`src/hw/rtl/ilms_pkg.sv`:
```
// Shared types and constants of the integer list merge sorter.
// Used by every module of the block and by its port checker; depends on nothing.
package ilms_pkg;

	localparam int KEY_WIDTH = 31;
	localparam int MAX_KEYS = 64;
	localparam int ADDR_W = $clog2(MAX_KEYS);
	localparam int CNT_W = $clog2(MAX_KEYS + 1);
	localparam int QUEUE_DEPTH = 4;
	localparam int QPTR_W = $clog2(QUEUE_DEPTH);
	localparam int QCNT_W = QPTR_W + 1;

	typedef struct packed {
		logic [KEY_WIDTH-1:0] key;
		logic last_item;
	} item_t;

	typedef struct packed {
		logic [KEY_WIDTH-1:0] sorted_key;
		logic last_result;
		logic overflow;
	} result_t;

	typedef struct packed {
		logic valid;
		item_t item;
	} queue_head_t;

	typedef enum logic [2:0] {
		ST_LOAD,
		ST_RUN_INIT,
		ST_MERGE_RD,
		ST_MERGE_WR,
		ST_OUT_RD,
		ST_OUT_PUT
	} back_state_t;

endpackage

```
`src/hw/rtl/ilms_front.sv`:
```
// Input side of the sorter: accepts items and holds them in a short queue.
// Depends on ilms_pkg; feeds the queue head to ilms_back.
module ilms_front (
	input  logic                 clk,
	input  logic                 arst_n,
	input  logic                 item_valid,
	output logic                 item_stall,
	input  ilms_pkg::item_t      item,
	output ilms_pkg::queue_head_t head,
	input  logic                 pop
);

	ilms_pkg::item_t q_mem_q [ilms_pkg::QUEUE_DEPTH];
	logic [ilms_pkg::QPTR_W-1:0] wr_ptr_q;
	logic [ilms_pkg::QPTR_W-1:0] rd_ptr_q;
	logic [ilms_pkg::QCNT_W-1:0] count_q;
	logic push;
	logic take;

	assign item_stall = (count_q == ilms_pkg::QCNT_W'(ilms_pkg::QUEUE_DEPTH));
	assign push = item_valid && !item_stall;
	assign take = pop && (count_q != '0);

	assign head.valid = (count_q != '0);
	assign head.item = q_mem_q[rd_ptr_q];

	always_ff @(posedge clk or negedge arst_n) begin
		if (!arst_n) begin
			wr_ptr_q <= '0;
			rd_ptr_q <= '0;
			count_q <= '0;
		end else begin
			if (push) begin
				wr_ptr_q <= wr_ptr_q + 1'b1;
			end
			if (take) begin
				rd_ptr_q <= rd_ptr_q + 1'b1;
			end
			if (push && !take) begin
				count_q <= count_q + 1'b1;
			end else if (take && !push) begin
				count_q <= count_q - 1'b1;
			end
		end
	end

	always_ff @(posedge clk) begin
		if (push) begin
			q_mem_q[wr_ptr_q] <= item;
		end
	end

endmodule

```
`config.mk`:
```
export PLATFORM = sky130hd
export DESIGN_NAME = ilms_front
export DESIGN_NICKNAME = d
export VERILOG_FILES = /design/src/hw/rtl/ilms_pkg.sv /design/src/hw/rtl/ilms_front.sv
export SDC_FILE = /design/constraint.sdc
export NUM_CORES = 1
export LEC_CHECK = 0
export ABC_AREA = 1
export BUFFER_PORTS_ARGS = -buffer_cell sky130_fd_sc_hd__buf_2
export CORE_ASPECT_RATIO = 0.7
export CORE_UTILIZATION = 51
export DETAILED_ROUTE_END_ITERATION = 16
export GPL_ROUTABILITY_DRIVEN = 0
export PLACE_DENSITY = 0.72
export SLEW_MARGIN = 40
export SYNTH_ARGS = -nofsm -noshare
export SYNTH_HDL_FRONTEND = slang
export SYNTH_SLANG_ARGS = --single-unit
```
`constraint.sdc`:
```
create_clock -name clk -period 3.6 [get_ports clk]
set_clock_uncertainty 0.15 [all_clocks]
set_input_delay 0.18 -clock clk [delete_from_list [all_inputs] [get_ports clk]]
set_output_delay 0.18 -clock clk [all_outputs]
set_load 0.005 [all_outputs]
```
==> flow_summary.toml <==
[cts]
cts_resized = 0
cts_setup_buffers = 0
cts-root-buf = "clkbuf_16"
clock_sinks = 135
clockBufferDepth = 2
cts.clk_slew.worst_paths_ps = 60
cts_made_buffers = 17
cts_tree = "done"
htree_levels = 4
insertion_delay_ps = 410

[layout]
layout-drive-gt1-share_pct = 20.4
postLayoutCoreUtil_pct = 66.1
insertedDiodeCount = 0
nets = 589
fin_cells = 692
area_growth_pct = 24.5

[pwr]
power_density_nw_per_um2 = 792
ir_drop_v = 0.000471
p_leak_uw = 0.00288
finalPower_uw = 5480

[sta]
fin_crit_sh_pct = 67.0
clock.fmax_ghz = 0.414
fin_tns_setup_ps = 0
worst_pin_slew_ps = 642
finalSetupViolations = 0
min_period_ps = 2410
drv_slew = 0
slew_headroom_pct = 57.1
hold_viol = 0
rsz0062_at_grt = "false"

[route]
avgViaCountPerCell = 4.99
drt_iter0_drc = 239
routed_wl_mm = 10.5
first_pass_iters = 4
drc = 0
ant_nets = 0
wl_per_cell_um = 15.1
vias = 3451

[global_route]
grt_pass1_wl_mm = 16.8
grt_overflow_total = 0
grt_pass1_vias = 3446
track_usage_pct = 20.6
grt_max_degree = 55
antenna_found_initial = 0

[die]
die_h_um = 89.4
core_area_um2 = 10500
start_util_pct = 53.1
io_pins = 70
fp.dieW_um = 127
rows = 31
die_area_um2 = 11300

[synth]
synth_area_per_cell_um2 = 12.8
synth_nets = 476
yosys_warnings = 0
synth_area_um2 = 5560
yosys-top-cells-area = "edfxtp_1, o211ai_1, nand2_1"
synth_top_area_share_pct = 69.1
synth.distinct_cells = 17
ys_ff_latch = 135
seq_area_frac_synth_pct = 72.3
synth_cells = 434
synth.largest_area_cell = "edfxtp_1"

[status]
status = "finished clean"

[run]
maxCapViolCount = 0

[setup_path]
worstSetupStartpointType = "flop"
crit_type = "reg -> out"
ff2ff_setup_slack_ps = 1250
crit_arrival_ps = 2080
required_ps = 3270
cp-end-kind = "primary output"
cp_max_fo = 54

[place]
hpwl_mm = 6.34
placedCellCount = 624
io_buffers = 69

[hold_path]
min_path_type = "in -> reg"
registers in the layout, indices dropped and copies added, names as in the netlist:
signal / cells
count_q: 3
q_mem_q: 128
rd_ptr_q: 2
wr_ptr_q: 2
timing repair:
action | CTS | global route
setup endpoints to repair | 0 | 0
endpoints found under the hold margin | 139 | 0
hold buffers | 36 | 0
worst paths after layout:
path                            cells past startpoint   startpoint              to
min in group asynchronous                           3       arst_n     rd_ptr_q[0]
max in group asynchronous                           3       arst_n     wr_ptr_q[0]
worst max-delay path                                6  rd_ptr_q[0]         head[5]
worst min register to register                      2   count_q[2]      count_q[2]
worst min-delay path                                2      item[9]   q_mem_q[2][9]
worst max register to register                      5   count_q[0]  q_mem_q[1][15]
synthesized netlist by cell type, drive strengths merged:
library cell	number
xnor2	1
inv	80
nor2	4
o211ai	64
nand4	1
o21ai	1
dfrtp	7
clkbuf	2
nand2	114
edfxtp	128
ha	5
nand3	7
buf	19
fa	1
worst max-delay path, stage by stage (launching register included):
cell and delay [ps]:
dfrtp_1 410, clkinv_2 270, buf_4 500, nand2_1 130, o211ai_1 120, nand2_1 80
buf_2 130
metal layers:
layer	vias to the layer above	GRT usage, %	part of all wire, %
met4	0	9.09	0.95
li1	1723	-	-
met5	-	0	0
met3	10	6.10	5.0
met1	1618	24.8	45
met2	100	35.1	49
layout by cell type, fill, tap and decap left out, drive strengths merged:
| master | count |
|---|---|
| clkbuf | 18 |
| nor2 | 4 |
| ha | 5 |
| buf | 79 |
| dlygate4sd3 | 36 |
| inv | 79 |
| fa | 1 |
| dfrtp | 7 |
| nand2 | 114 |
| edfxtp | 128 |
| nand3 | 7 |
| bufinv | 2 |
| o21ai | 1 |
| clkinvlp | 5 |
| xnor2 | 1 |
| nand4 | 1 |
| o211ai | 64 |
| clkinv | 8 |
final cells by class:
| type | instances | area [um2] |
|---|---|---|
| sequential | 135 | 4020 |
| fill | 782 | 3550 |
| multi-input combinational | 198 | 1090 |
| timing repair buffer | 115 | 781 |
| clock buffer | 18 | 429 |
| inverter | 80 | 302 |
| tap | 132 | 165 |
| clock inverter | 14 | 135 |
logic make-up (layout without fill, tap and decap cells):
group,count (synthesis),in the layout,synth area share (%)
buf+inv,101,227,8.62
flops,135,135,72.3
simple gates,126,126,8.71
fa+ha+maj,6,6,1.49
xor+xnor,1,1,0.158
compound gates,65,65,8.73
report_power, final:
group | switching (uW) | leakage (uW) | internal (uW) | total (uW)
clock | 631 | 0.000265 | 1010 | 1640
combinational | 1060 | 0.00136 | 607 | 1670
sequential | 97.4 | 0.00126 | 2070 | 2170
per-stage QoR:
| stage | hold slack, ps | area [um2] | setup slack [ps] |
|---|---|---|---|
| global route | 371 | 6920 | 1000 |
| finish | 363 | 6920 | 1190 |
| detailed placement | -129 | 6000 | 1230 |
| floorplan | -266 | 5560 | 948 |
| CTS | 354 | 6920 | 1170 |
| global placement | -129 | 6000 | 1340 |
Power figures use the tool's default switching activity.
